`src/sv/dbs_pkg.sv`:
```
`timescale 1ns / 1ps
// Shared types and constants of the disc brush stamp rasterizer.
// No dependencies; dbs_fb, dbs_falloff and the top module import this package.
package dbs_pkg;

  localparam logic [1:0] MODE_HARD   = 2'd0;
  localparam logic [1:0] MODE_SMOOTH = 2'd1;
  localparam logic [1:0] MODE_READ   = 2'd2;

  localparam logic CFG_IDX_WIDTH  = 1'b0;
  localparam logic CFG_IDX_HEIGHT = 1'b1;

  localparam logic STATUS_DONE    = 1'b0;
  localparam logic STATUS_OUTSIDE = 1'b1;

  localparam int unsigned CFG_W    = 9;
  localparam int unsigned CFG_RESET = 256;

  typedef struct packed {
    logic [7:0] red;
    logic [7:0] green;
    logic [7:0] blue;
    logic [7:0] alpha;
  } pixel_t;

  localparam pixel_t PIXEL_WHITE = '{red: 8'hFF, green: 8'hFF, blue: 8'hFF, alpha: 8'hFF};
  localparam pixel_t PIXEL_ZERO  = '{red: 8'h00, green: 8'h00, blue: 8'h00, alpha: 8'h00};

endpackage

```
`src/sv/dbs_falloff.sv`:
```
`timescale 1ns / 1ps
// Smooth-mode alpha unit: bit-serial square root of the scaled squared distance,
// one multiply, then an eight-step restoring division. Depends on dbs_pkg.
module dbs_falloff import dbs_pkg::*; #(
  parameter int unsigned RW = 6
) (
  input  logic            clk_i,
  input  logic            rst_ni,
  input  logic            start_i,
  input  logic [2*RW:0]   d2_i,
  input  logic [RW-1:0]   radius_i,
  input  logic [7:0]      alpha_i,
  output logic            done_o,
  output logic [7:0]      alpha_o
);

  localparam int unsigned SQW = RW + 8;
  localparam int unsigned VW  = 2 * SQW;
  localparam int unsigned NW  = RW + 16;
  localparam int unsigned CNW = $clog2(SQW + 1);

  typedef enum logic [1:0] {F_IDLE, F_SQRT, F_MUL, F_DIV} fstate_e;

  fstate_e          state_q;
  logic [VW-1:0]    v_q;
  logic [SQW+2:0]   rem_q;
  logic [SQW-1:0]   root_q;
  logic [SQW-1:0]   scale_q;
  logic [7:0]       a_q;
  logic [CNW-1:0]   cnt_q;
  logic [NW-1:0]    num_q;
  logic [2:0]       k_q;
  logic [7:0]       quo_q;
  logic             done_q;
  logic [7:0]       alpha_q;

  logic [SQW+2:0]   rem_sh;
  logic [SQW+2:0]   trial;
  logic             take;
  logic [NW-1:0]    sub;
  logic             fit;

  always_comb begin
    rem_sh = {rem_q[SQW:0], v_q[VW-1 -: 2]};
    trial  = {1'b0, root_q, 2'b01};
    take   = rem_sh >= trial;
    sub    = NW'(scale_q) << k_q;
    fit    = num_q >= sub;
  end

  always_ff @(posedge clk_i or negedge rst_ni) begin
    if (!rst_ni) begin
      state_q <= F_IDLE;
      done_q  <= 1'b0;
      v_q     <= '0;
      rem_q   <= '0;
      root_q  <= '0;
      scale_q <= '0;
      a_q     <= '0;
      cnt_q   <= '0;
      num_q   <= '0;
      k_q     <= '0;
      quo_q   <= '0;
      alpha_q <= '0;
    end else begin
      done_q <= 1'b0;
      case (state_q)
        F_IDLE: begin
          if (start_i) begin
            v_q     <= {d2_i[2*RW-1:0], 16'h0000};
            rem_q   <= '0;
            root_q  <= '0;
            scale_q <= {radius_i, 8'h00};
            a_q     <= alpha_i;
            cnt_q   <= CNW'(SQW - 1);
            state_q <= F_SQRT;
          end
        end
        F_SQRT: begin
          rem_q  <= take ? rem_sh - trial : rem_sh;
          root_q <= {root_q[SQW-2:0], take};
          v_q    <= v_q << 2;
          cnt_q  <= cnt_q - CNW'(1);
          if (cnt_q == '0) begin
            state_q <= F_MUL;
          end
        end
        F_MUL: begin
          num_q   <= NW'(a_q) * NW'(scale_q - root_q);
          k_q     <= 3'd7;
          quo_q   <= '0;
          state_q <= F_DIV;
        end
        F_DIV: begin
          if (fit) begin
            num_q <= num_q - sub;
          end
          quo_q <= {quo_q[6:0], fit};
          k_q   <= k_q - 3'd1;
          if (k_q == 3'd0) begin
            alpha_q <= {quo_q[6:0], fit};
            done_q  <= 1'b1;
            state_q <= F_IDLE;
          end
        end
        default: state_q <= F_IDLE;
      endcase
    end
  end

  assign done_o  = done_q;
  assign alpha_o = alpha_q;

endmodule

```
`config.mk`:
```
export PLATFORM = sky130hd
export DESIGN_NAME = dbs_falloff
export DESIGN_NICKNAME = d
export VERILOG_FILES = /design/src/sv/dbs_pkg.sv /design/src/sv/dbs_falloff.sv
export SDC_FILE = /design/constraint.sdc
export NUM_CORES = 1
export LEC_CHECK = 0
export ABC_AREA = 1
export BUFFER_PORTS_ARGS = -buffer_cell sky130_fd_sc_hd__buf_2
export CORE_ASPECT_RATIO = 1.75
export CORE_MARGIN = 2
export CORE_UTILIZATION = 40
export CTS_CLUSTER_SIZE = 30
export DETAILED_ROUTE_END_ITERATION = 8
export GPL_TIMING_DRIVEN = 0
export PLACE_DENSITY = 0.65
export REMOVE_ABC_BUFFERS = 1
export SLEW_MARGIN = 20
export SYNTH_ARGS = -nofsm -noshare
export SYNTH_HDL_FRONTEND = slang
export SYNTH_SLANG_ARGS = --single-unit
```
`constraint.sdc`:
```
create_clock -name clk_i -period 15 [get_ports clk_i]
set_clock_uncertainty 0.15 [all_clocks]
set_input_delay 0 -clock clk_i [delete_from_list [all_inputs] [get_ports clk_i]]
set_output_delay 0 -clock clk_i [all_outputs]
set_load 0.01 [all_outputs]
```
==> results.md, run 1 <==
Run status:
- The run finished with clean final reports.

Yosys:
- Of all flip-flops after synthesis, the portion carrying an async set or reset was 1.00.
- The sequential share of the synthesized area is 0.226.
- The main flop type after synthesis is sky130_fd_sc_hd__dfrtp_1.
- Synthesis produced a netlist whose cell count is 1543.
- The cell type with the highest aggregate area in the netlist is sky130_fd_sc_hd__dfrtp_1.
- Yosys attributes the largest share of cell area to sky130_fd_sc_hd__dfrtp_1 (23%), sky130_fd_sc_hd__fa_1 (17%), sky130_fd_sc_hd__nand2_1 (15%).
- Synthesis inferred 99 register bits.
- Yosys mapped the design onto 45 distinct sky130hd cell types.
- In the synthesized netlist, the cells that appear most often are sky130_fd_sc_hd__nand2_1 (430), sky130_fd_sc_hd__inv_1 (290), sky130_fd_sc_hd__nor2_1 (126), sky130_fd_sc_hd__dfrtp_1 (99), sky130_fd_sc_hd__fa_1 (91).
- For this run, the number of Yosys warnings is 0.
- The average instance area after synthesis is 7.11 um2.
- The synthesized netlist occupies a cell area of 0.0110 mm2.
- Yosys instantiated no cell more often than sky130_fd_sc_hd__nand2_1.
- Yosys mapped a number of flops with a built-in enable equal to 0.
- The share of the synthesized area in the top cell type is 0.226.

Min path:
- The worst hold path belongs to the class in -> reg.

Critical path:
- Walking the worst path, the cells encountered are inv_1 -> ha_1 -> nand3_1 -> nor2_2 -> a21oi_1 -> xnor2_1 -> nand2_1 -> fa_1 -> inv_1 -> fa_1 -> fa_1 -> inv_1 -> fa_1 -> inv_1 -> ha_1 -> a21oi_1 -> o21ai_0 -> a21oi_1 -> nand2_1 -> or2_2 -> nand3_1 -> nand2_1 -> nand2_1 -> nand2_1.
- By instance count, the cell type seen most on the critical path is sky130_fd_sc_hd__nand2_1.
- Counting cells, the worst reg-to-reg path comes to 24.
- The worst setup path is launched from a flop.
- The worst setup path is of the reg -> reg kind.
- Counting both buffers and inverters, the worst setup path holds a total of 4.
- The slowest stage of the critical path belongs to the cell sky130_fd_sc_hd__xnor2_1.
- The critical path starts at root_q[0]$_DFFE_PN0P_.
- The endpoint class of the critical path is a flop.
- In this run the worst path has a maximum fanout of 9.
- The largest incremental delay on the critical path is 740 ps.
- The setup slack on the worst flop-to-flop path is 8480 ps.
- The category of cells accounting for the largest share of critical-path delay is adder cells.
- The worst endpoint data arrival time is 6650 ps.
- The required time at the endpoint of the critical path is ~15000 ps.
- Following the worst setup path forward leads to its endpoint at num_q[16]$_DFFE_PN0P_.
- The reg-to-reg endpoint is num_q[16]$_DFFE_PN0P_.
- The critical path depth is 24.
- The worst register-to-register path begins at root_q[0]$_DFFE_PN0P_.

Placed design:
- The placed wire-length estimate after detailed placement is 23.6 mm.
- The count of buffers added on input and output ports is 37.
- The routability-driven placement congestion ratio is ~0.94.

STA:
- Setup repair after global routing left no endpoint under its margin.
- The total of endpoints with negative setup slack in the final report is 0.
- The maximum clock frequency is 153 MHz.
- Dividing the final minimum period by the clock period gives 0.435.
- The relative slew slack is 0.385.
- The slew of the pin with the lowest slew margin is approximately 900 ps.
- The number of slew-limit violations in the final report is 0.
- The total negative slack is 0 ps.
- The count of final hold-check violations is 0.
- The clock period minus worst slack is approximately 6500 ps.

Clocking:
- The number of clock buffers added by TritonCTS is 9.
- TritonCTS built the clock tree.
- Buffers added to address setup during post-CTS repair amount to 0.
- The depth of the CTS H-tree is 3.
- The latest clock arrival within the worst-skew pair is 370 ps.
- The sink count of the clock tree is 99.
- The root buffer cell is sky130_fd_sc_hd__clkbuf_16.
- The largest buffer count on any clock path is 2.
- The number of gates resized after cts is 0.
- The clock-pin transition on the worst setup and hold timing paths is 80 ps.

Floorplanning:
- In this run the standard cell core region covers 0.0271 mm2.
- The boundary pin count is 39.
- In this run the vertical extent of the chip is 223 um.
- The floorplan die width is 129 um.
- The cell row count is 80.
- The die covers 0.0288 mm2.
- The initial core utilization is 0.404.

Run:
- The number of max-cap violations is 0.

Route:
- In this run the remaining antenna-violating nets after routing total 0.
- The residual DRC count is 0.
- The first-iteration detailed-routing DRC count is roughly 500.
- After detailed routing, the total wire length is approximately 30 mm.
- Dividing the detail-routed wire length by the instance count gives 15.3 um.
- The via count of the routed design is between 9000 and 10000.
- Using the TritonRoute via totals, the vias-per-cell ratio works out to 5.02.
- The first-pass iteration count of the detailed router is 5.

Final layout:
- The number of nets at the end of the flow is 1790.
- The number of fill cells in the layout is 2797.
- The share of final-layout standard cells stronger than drive strength 1 is 0.0586.
- The area of all sequential standard cells is 0.00248 mm2.
- The layout overhead on the synthesized area is 10.7%.
- The number of antenna diodes is 0.
- In the final layout, the multi-input gates occupy about 0.0072 mm2.

Global route:
- The initial antenna violation count is 0.
- The largest net degree at the start of global routing is 73.
- For this run, the total global-route usage over all layers was measured as 0.219.
- The first global-routing pass estimated approximately 49 mm of wire.
- The via count of the first global-routing pass is 10192.
- The residual overflow from global routing is 0.
[metrics by stage]
step                      utilization  std cells  area, um2  setup WS, ps  hold slack (ps)
after floorplan                     -       1504      10800          9640             -446
after detailed placement        0.425       1912      11500          8540             -243
after global routing            0.447       1957      12100          8110              101
after global placement          0.422       1910      11400          8520             44.5
final                           0.447       1957      12100          8480             82.5
after CTS                       0.447       1957      12100          8540             65.3
[cells in the final DEF (no fill, tap or decap), types with 36 or more instances in the layout]
master                    count
sky130_fd_sc_hd__nor2_1     125
sky130_fd_sc_hd__a21oi_1     62
sky130_fd_sc_hd__buf_2       36
sky130_fd_sc_hd__ha_1        86
sky130_fd_sc_hd__fa_1        91
sky130_fd_sc_hd__dfrtp_1     99
sky130_fd_sc_hd__o21ai_0     72
sky130_fd_sc_hd__inv_1      290
sky130_fd_sc_hd__nand2_1    430
sky130_fd_sc_hd__nand3_1     81
[worst min-delay path: cells and delay by family]
family	cells	cell delay (ps)
buf+inv	1	110
compound gates	2	180
simple gates	2	280
[layout make-up]
| class | count | area share |
|---|---|---|
| Clock buffer | 10 | 0.0197 |
| Clock inverter | 6 | 0.00680 |
| Inverter | 301 | 0.0931 |
| Multi-Input combinational cell | 1104 | 0.593 |
| Sequential cell | 99 | 0.204 |
| Tap cell | 369 | 0.0380 |
| Timing Repair Buffer | 68 | 0.0450 |
[routing by layer]
| layer | global-route usage | part of all wire | up-vias |
|---|---|---|---|
| met5 | 0 | 0 | - |
| met4 | 0.132 | 0.061 | 0 |
| met3 | 0.0266 | 0.026 | 85 |
| met2 | 0.419 | 0.55 | 179 |
| met1 | 0.219 | 0.36 | 4658 |
| li1 | - | - | 4895 |
[kinds of logic (layout without fill, tap and decap cells)]
group | count (synthesis) | in the layout | synth area share
AND/OR/NAND/NOR | 708 | 708 | 0.270
buffers and inverters | 340 | 385 | 0.119
AO/OA/AOI/OAI | 195 | 195 | 0.0999
adder cells (fa/ha/maj) | 177 | 177 | 0.264
flip-flops | 99 | 99 | 0.226
XOR/XNOR | 23 | 23 | 0.0197
multiplexers | 1 | 1 | 0.000913
[worst min path at each step]
stage,from,end,cells after the start
detailed placement,rst_ni,alpha_o[4]$_DFFE_PN0P_,1
floorplan,rst_ni,a_q[0]$_DFFE_PN0P_,0
finish,start_i,state_q[1]$_DFFE_PN0P_,5
CTS,start_i,state_q[1]$_DFFE_PN0P_,5
global route,start_i,state_q[1]$_DFFE_PN0P_,5
global placement,radius_i[0],scale_q[8]$_DFFE_PN0P_,3
[flip-flops by register name, indices dropped and copies added (netlist names)]
name     flops
v_q         12
done_o       1
rem_q       15
state_q      2
scale_q      6
num_q       19
cnt_q        4
k_q          3
alpha_o      8
root_q      14
a_q          8
quo_q        7
[what timing repair did]
action / in CTS / in global routing
hold buffers: 29 / 0
setup endpoints to repair: 0 / 0
endpoints found under the hold margin: 125 / 0
Power of run 1 is not shown: default switching activity piles up to over one toggle a cycle in this logic, so the estimate is an artifact.
==> run 2, diff against run 1 <==
--- a/config.mk
+++ b/config.mk
@@ -13,7 +13,7 @@
 export CTS_CLUSTER_SIZE = 30
 export DETAILED_ROUTE_END_ITERATION = 8
 export GPL_TIMING_DRIVEN = 0
-export PLACE_DENSITY = 0.65
+export PLACE_DENSITY = 0.67
 export REMOVE_ABC_BUFFERS = 1
 export SLEW_MARGIN = 20
 export SYNTH_ARGS = -nofsm -noshare
==> constraint.sdc (replaced) <==
create_clock -name clk_i -period 5.6 [get_ports clk_i]
set_clock_uncertainty 0.15 [all_clocks]
set_input_delay 0 -clock clk_i [delete_from_list [all_inputs] [get_ports clk_i]]
set_output_delay 0 -clock clk_i [all_outputs]
set_load 0.01 [all_outputs]
==> run 2 against run 1 <==
Hold slack worse by 26 ps. Global-route usage is 0.35 points higher. Die area stayed put. First-iteration DRC count is 2.9% lower. Via count is 4.3% higher. Final cell count is 2.1% higher. Non-clock buffer count is 41 higher. Core utilization is 4.3 points higher. Sequential cell count stayed put. Sequential share of layout area is 1.7 points lower.
==> results.md, run 2 (synthesis results as in run 1) <==
Run status:
- Outcome: completed (unchanged).

STA:
- The relative slew slack is 0.383 (was 0.385).
- The clock period minus worst slack is 5460 ps (was 6520 ps).
- The slew of the pin with the lowest slew margin is 925 ps (was 915 ps).
- Unrepaired setup endpoints after global routing: true (was false).
- The number of slew-limit violations in the final report is 0 (unchanged).
- The maximum clock frequency was 183 MHz (was 153 MHz).
- The post-route fraction of the period consumed by the critical path came to 0.975 (was 0.435).
- The count of final hold-check violations was 0 (unchanged).
- The total negative slack is 0 ps (unchanged).
- The total of endpoints with negative setup slack in the final report came to 0 (unchanged).

Global route:
- The largest net degree at the start of global routing is 76 (was 73).
- The via count of the first global-routing pass is 10555 (was 10192).
- The residual overflow from global routing is 0 (unchanged).
- The initial antenna violation count is 0 (unchanged).
- The wire length of the first global-routing pass is 50.4 mm (was 49.3 mm).
- The combined global-route utilization of all metal layers was 0.223 (was 0.219).

Clocking:
- The latest clock arrival within the worst-skew pair is 380 ps (was 370 ps).
- The total CTS buffers is 9 (unchanged).
- The largest buffer count on any clock path was 2 (unchanged).
- The root buffer cell was sky130_fd_sc_hd__clkbuf_16 (unchanged).
- The depth of the CTS H-tree came to 3 (unchanged).
- The clock-pin transition on the worst setup and hold timing paths came to 80 ps (about the same).
- The sink count of the clock tree came to 99 (unchanged).
- The TritonCTS clock tree was built (unchanged).

Route:
- The routed wire length is 31.4 mm (was 29.9 mm).
- The count of antenna-violating nets left after detailed routing is 0 (unchanged).
- The via count of the routed design was 10240 (was 9817).
- The number of vias per cell after detailed routing is 5.13 (was 5.02).
- The first-iteration detailed-routing DRC count came to 475 (was 489).
- The residual DRC count is 0 (unchanged).
- The routed length per placed instance is 15.7 um (was 15.3 um).
- The detailed-routed wire length on met2 is 16.9 mm (was 16.5 mm).
- The detailed-route wire length on metal 1 is 11.1 mm (was 10.8 mm).
- The highest layer used for signal routing is met4 (unchanged).
- The routed wire length on met3 was 1.04 mm (was 792 um).
- The first-pass iteration count of the detailed router was 7 (was 5).

Final layout:
- Top library cells by usage in the layout, fill and taps aside: sky130_fd_sc_hd__nand2_1 (392), sky130_fd_sc_hd__inv_1 (264), sky130_fd_sc_hd__nor2_1 (107), sky130_fd_sc_hd__dfrtp_1 (93), sky130_fd_sc_hd__fa_1 (86) (was sky130_fd_sc_hd__nand2_1 (430), sky130_fd_sc_hd__inv_1 (290), sky130_fd_sc_hd__nor2_1 (125), sky130_fd_sc_hd__dfrtp_1 (99), sky130_fd_sc_hd__fa_1 (91)).
- The layout overhead on the synthesized area is 21.3% (was 10.7%).
- The register with the highest flop count is num_q (unchanged).
- The flip-flop count of the largest register, all copies and words added is 19 (unchanged).
- The share of final-layout standard cells stronger than drive strength 1 is 0.174 (was 0.0586).
- The most common cell after layout, fill and taps aside was sky130_fd_sc_hd__nand2_1 (unchanged).
- The final instance area is 0.0133 mm2 (was 0.0121 mm2).
- Biggest registers after layout: num_q: 19 flops, rem_q: 15 flops, root_q: 14 flops (unchanged).
- The non-filler instance count after layout is 1998 (was 1957).
- The number of nets at the end of the flow came to 1831 (was 1790).
- The number of antenna diodes is 0 (unchanged).
- The utilization after layout came to 0.491 (was 0.447).

Critical path:
- The largest incremental delay on the critical path was 570 ps (was 740 ps).
- The slowest cell on the critical path is sky130_fd_sc_hd__fa_1 (was sky130_fd_sc_hd__xnor2_1).
- The endpoint class of the critical path is a flop (unchanged).
- The largest fanout on the critical path is 6 (was 9).
- The category of cells accounting for the largest share of critical-path delay is adder cells (unchanged).
- The number of buffer and inverter instances along the worst setup path is 4 (unchanged).
- The required time at the endpoint of the critical path is 5730 ps (was 15120 ps).
- The startpoint class of the critical path is a flop (unchanged).
- The cell repeated most along the worst path is sky130_fd_sc_hd__nand2_1 (unchanged).
- The startpoint-to-endpoint class of the critical path is reg -> reg (unchanged).
- The worst endpoint data arrival time is 5590 ps (was 6650 ps).

Floorplanning:
- The cell row count is 80 (unchanged).
- The core footprint came to 0.0271 mm2 (unchanged).
- The boundary pin count is 39 (unchanged).
- The height of the die is 223 um (unchanged).
- The area enclosed by the die boundary is 0.0288 mm2 (unchanged).
- The floorplan die width is 129 um (unchanged).
- The initial core utilization was 0.404 (unchanged).

Placed design:
- The routability-driven placement congestion ratio was 0.928 (was 0.935).
- The count of placed standard cells including taps is 1912 (unchanged).
- The placed standard-cell area is 0.0115 mm2 (unchanged).
- The number of port buffers is 37 (unchanged).
- The placed wire-length estimate after detailed placement came to 23.6 mm (about the same).

Run:
- The number of max-cap violations is 0 (unchanged).

Min path:
- The class of the tightest hold or removal check is in -> reg (unchanged).
-- run 2: timing repair --
item / 4_1_cts / 5_1_grt
setup buffers: 15 / 26
resized for setup: 99 / 127
hold buffers: 29 / 0
setup endpoints to repair: 13 / 14
endpoints found under the hold margin: 125 / 0
pin swaps: 28 / 97
-- run 2: final timing paths --
| kind | from | end | slack (ps) | depth (start not counted) |
|---|---|---|---|---|
| max in group asynchronous | rst_ni | root_q[0]$_DFFE_PN0P_ | 4360 | 4 |
| min reg2reg | num_q[3]$_DFFE_PN0P_ | num_q[3]$_DFFE_PN0P_ | 330 | 2 |
| max reg2reg | scale_q[10]$_DFFE_PN0P_ | num_q[16]$_DFFE_PN0P_ | 140 | 25 |
| min in group asynchronous | rst_ni | quo_q[1]$_DFFE_PN0P_ | 500 | 4 |
| max | scale_q[10]$_DFFE_PN0P_ | num_q[16]$_DFFE_PN0P_ | 140 | 25 |
| min | start_i | state_q[1]$_DFFE_PN0P_ | 60 | 5 |
-- run 2: routing by layer --
| layer | vias to the layer above | global-route usage |
|---|---|---|
| met3 | 111 | 0.0240 |
| met2 | 247 | 0.415 |
| met1 | 4896 | 0.226 |
| met4 | 0 | 0.152 |
| li1 | 4986 | - |
| met5 | - | 0 |
-- run 2: metrics by stage --
stage	setup slack [ps]	hold WS, ps
CTS	1.99	50.8
finish	138	56.7
global route	-69.7	94.1
detailed placement	-882	-257
floorplan	237	-446
global placement	-844	46.4
-- run 2: final cells by class --
cell class              count  area (um2)
well taps                 369         462
flip-flops and latches     99        2480
clock inverters             6        83.8
fillers                  2608       13800
repair buffers            109         895
multi-input cells        1104        8010
inverters                 301        1140
clock buffers              10         229
-- run 2: worst register-to-register path: stages (launching register included) --
cell	delay, ps
sky130_fd_sc_hd__dfrtp_1	430
sky130_fd_sc_hd__ha_4	280
sky130_fd_sc_hd__buf_4	140
sky130_fd_sc_hd__a21oi_4	130
sky130_fd_sc_hd__o21ai_0	100
sky130_fd_sc_hd__a31oi_1	180
sky130_fd_sc_hd__nand2_1	150
sky130_fd_sc_hd__nand2_2	180
sky130_fd_sc_hd__nand3_1	130
sky130_fd_sc_hd__fa_1	570
sky130_fd_sc_hd__inv_1	50
sky130_fd_sc_hd__fa_1	460
sky130_fd_sc_hd__fa_1	510
sky130_fd_sc_hd__inv_1	50
sky130_fd_sc_hd__fa_1	510
sky130_fd_sc_hd__inv_2	50
sky130_fd_sc_hd__ha_4	250
sky130_fd_sc_hd__a21oi_4	230
sky130_fd_sc_hd__o21ai_2	80
sky130_fd_sc_hd__a21oi_1	110
sky130_fd_sc_hd__nand2_1	80
sky130_fd_sc_hd__or2_2	280
sky130_fd_sc_hd__nand3_2	80
sky130_fd_sc_hd__nand2_1	70
sky130_fd_sc_hd__nand2_1	60
sky130_fd_sc_hd__nand2_1	60
Power of run 2 is left out for the same reason.
==> run 3, diff against run 2 <==
--- a/config.mk
+++ b/config.mk
@@ -13,9 +13,9 @@
 export CTS_CLUSTER_SIZE = 30
 export DETAILED_ROUTE_END_ITERATION = 8
 export GPL_TIMING_DRIVEN = 0
+export MAX_ROUTING_LAYER = met4
 export PLACE_DENSITY = 0.67
 export REMOVE_ABC_BUFFERS = 1
-export SLEW_MARGIN = 20
 export SYNTH_ARGS = -nofsm -noshare
 export SYNTH_HDL_FRONTEND = slang
 export SYNTH_SLANG_ARGS = --single-unit
==> run 3 against run 2 <==
Fmax shrank 1.9%. Die area is the same. Final cell count decreased by 0.30%. Largest cell class unchanged.
==> results.md, run 3 (synthesis results as in run 1) <==
Run status:
- Outcome: completed (unchanged).

Route:
- The via count of the routed design is 10222 (was 10240).
- The highest layer used for signal routing is met4 (unchanged).
- The first-pass iteration count of the detailed router is 6 (was 7).
- The routed length per placed instance is 15.7 um (about the same).
- The routed wire length on met3 is 1.02 mm (was 1.04 mm).
- The number of vias per cell after detailed routing is 5.13 (about the same).
- The residual DRC count was 0 (unchanged).
- The routed wire length is 31.4 mm (about the same).
- The detailed-route wire length on metal 1 is 11.0 mm (was 11.1 mm).
- The detailed-routed wire length on met2 is 17.1 mm (was 16.9 mm).
- The count of antenna-violating nets left after detailed routing is 0 (unchanged).
- The first-iteration detailed-routing DRC count was 503 (was 475).

Critical path:
- The largest fanout on the critical path is 5 (was 6).
- The endpoint class of the critical path was a flop (unchanged).
- The required time at the endpoint of the critical path is 5770 ps (was 5730 ps).
- The startpoint class of the critical path is a flop (unchanged).
- The slowest cell on the critical path is sky130_fd_sc_hd__fa_2 (was sky130_fd_sc_hd__fa_1).
- The largest incremental delay on the critical path is 580 ps (was 570 ps).
- The cell repeated most along the worst path is sky130_fd_sc_hd__nand2_2 (was sky130_fd_sc_hd__nand2_1).
- The depth of the most critical reg-to-reg path came to 30 (was 25).
- The startpoint-to-endpoint class of the critical path is reg -> reg (unchanged).
- The worst endpoint data arrival time is 5740 ps (was 5590 ps).

Final layout:
- The most common cell after layout, fill and taps aside is sky130_fd_sc_hd__nand2_1 (unchanged).
- The share of final-layout standard cells stronger than drive strength 1 is 0.161 (was 0.174).
- The area occupied by multi-input gates came to 0.00790 mm2 (was 0.00801 mm2).
- The number of fill cells in the layout is 2615 (was 2608).
- The final instance area was 0.0131 mm2 (was 0.0133 mm2).
- The layout overhead on the synthesized area is 19.6% (was 21.3%).
- Top library cells by usage in the layout, fill and taps aside: sky130_fd_sc_hd__nand2_1 (401), sky130_fd_sc_hd__inv_1 (273), sky130_fd_sc_hd__nor2_1 (104), sky130_fd_sc_hd__dfrtp_1 (95), sky130_fd_sc_hd__fa_1 (88) (was sky130_fd_sc_hd__nand2_1 (392), sky130_fd_sc_hd__inv_1 (264), sky130_fd_sc_hd__nor2_1 (107), sky130_fd_sc_hd__dfrtp_1 (93), sky130_fd_sc_hd__fa_1 (86)).
- The number of antenna diodes is 0 (unchanged).
- The flip-flop count of the largest register, all copies and words added is 19 (unchanged).
- Biggest registers after layout: num_q: 19 flops, rem_q: 15 flops, root_q: 14 flops (unchanged).
- The number of nets at the end of the flow came to 1825 (was 1831).
- The register with the highest flop count is num_q (unchanged).
- The area of all sequential standard cells was 0.00248 mm2 (about the same).

Placed design:
- The placed standard-cell area came to 0.0115 mm2 (about the same).
- The routability-driven placement congestion ratio came to 0.930 (was 0.928).
- The post-placement setup slack is -955 ps (was -882 ps).
- The number of port buffers is 37 (unchanged).
- The placed wire-length estimate after detailed placement is 23.5 mm (was 23.6 mm).

Run:
- The number of max-cap violations was 0 (unchanged).

Clocking:
- The latest clock arrival within the worst-skew pair came to 380 ps (about the same).
- The root buffer cell was sky130_fd_sc_hd__clkbuf_16 (unchanged).
- The TritonCTS clock tree is built (unchanged).
- The depth of the CTS H-tree was 3 (unchanged).
- The largest buffer count on any clock path is 2 (unchanged).
- The clock-pin transition on the worst setup and hold timing paths is 80 ps (about the same).
- The sink count of the clock tree is 99 (unchanged).
- The total CTS buffers is 9 (unchanged).

Floorplanning:
- The core footprint is 0.0271 mm2 (unchanged).
- The cell row count came to 80 (unchanged).
- The boundary pin count came to 39 (unchanged).
- The area enclosed by the die boundary is 0.0288 mm2 (unchanged).
- The height of the die is 223 um (unchanged).
- The initial core utilization came to 0.404 (unchanged).
- The floorplan die width is 129 um (unchanged).

Min path:
- The class of the tightest hold or removal check is in -> async (was in -> reg).

STA:
- The clock period minus worst slack is 5570 ps (was 5460 ps).
- The maximum clock frequency is 180 MHz (was 183 MHz).
- The relative slew slack came to 0.367 (was 0.383).
- The number of slew-limit violations in the final report is 0 (unchanged).
- The final worst hold slack is 24.2 ps (was 56.7 ps).
- The slew of the pin with the lowest slew margin is 948 ps (was 925 ps).
- The post-route fraction of the period consumed by the critical path is 0.994 (was 0.975).
- The worst-case setup margin in the final layout came to 31.7 ps (was 138 ps).
- The total of endpoints with negative setup slack in the final report was 0 (unchanged).
- The count of final hold-check violations came to 0 (unchanged).
- Unrepaired setup endpoints after global routing: true (unchanged).

Global route:
- The largest net degree at the start of global routing was 56 (was 76).
- The via count of the first global-routing pass is 10505 (was 10555).
- The residual overflow from global routing is 0 (unchanged).
- The combined global-route utilization of all metal layers is 0.233 (was 0.223).
- The initial antenna violation count is 0 (unchanged).
- The wire length of the first global-routing pass was 50.9 mm (was 50.4 mm).
-- run 3: changes by cell type in the layout (fill, tap and decap cells not counted), moves of 3 or more --
cell	before	now
sky130_fd_sc_hd__inv_4	6	3
sky130_fd_sc_hd__nand2_1	392	401
sky130_fd_sc_hd__a21oi_1	45	42
sky130_fd_sc_hd__inv_2	29	23
sky130_fd_sc_hd__a21oi_2	8	15
sky130_fd_sc_hd__nor2_1	107	104
sky130_fd_sc_hd__a21oi_4	9	5
sky130_fd_sc_hd__nand2_2	27	23
sky130_fd_sc_hd__inv_1	264	273
sky130_fd_sc_hd__nand2_4	12	7
sky130_fd_sc_hd__buf_4	35	32
-- run 3: final cells by class --
cell class	count	share of cell area
inverter	301	0.0867
clock inverter	7	0.00658
timing repair buffer	103	0.0624
sequential	99	0.189
multi-input combinational	1104	0.603
clock buffer	9	0.0172
tap	369	0.0352
-- run 3: repair_timing --
action / CTS / global route
gates resized for setup: 104 / 87
endpoints found under the setup margin: 13 / 12
setup buffers: 19 / 17
hold endpoints to repair: 125 / 0
hold buffers: 27 / 0
pin swaps: 34 / 58
-- run 3: metrics by stage --
stage | cells | util | TNS (ps)
global route | 1992 | 0.483 | -892
global placement | 1910 | 0.422 | -7490
floorplan | 1504 | - | 0
finish | 1992 | 0.483 | 0
detailed placement | 1912 | 0.424 | -7870
CTS | 1974 | 0.467 | 0
-- run 3: worst paths after layout --
| path | startpoint | end | slack, ps |
|---|---|---|---|
| max | root_q[0]$_DFFE_PN0P_ | num_q[19]$_DFFE_PN0P_ | 30 |
| min reg2reg | num_q[3]$_DFFE_PN0P_ | num_q[3]$_DFFE_PN0P_ | 330 |
| max reg2reg | root_q[0]$_DFFE_PN0P_ | num_q[19]$_DFFE_PN0P_ | 30 |
| max in group asynchronous | rst_ni | root_q[0]$_DFFE_PN0P_ | 4550 |
| min in group clk_i | start_i | state_q[1]$_DFFE_PN0P_ | 30 |
| min | rst_ni | alpha_o[3]$_DFFE_PN0P_ | 20 |
-- run 3: routing by layer --
| layer | vias to the layer above | track usage |
|---|---|---|
| met2 | 282 | 0.425 |
| met5 | - | - |
| li1 | 4971 | - |
| met4 | 0 | 0.146 |
| met3 | 114 | 0.0261 |
| met1 | 4855 | 0.230 |
-- run 3: critical path: cells and delay by family, from the launching register on --
kind	cells	cell delay, ps
fa+ha+maj	6	2490
simple gates	13	1210
buf+inv	7	570
flops	1	450
compound gates	3	410
xor+xnor	1	190
Power of run 3 is left out for the same reason.
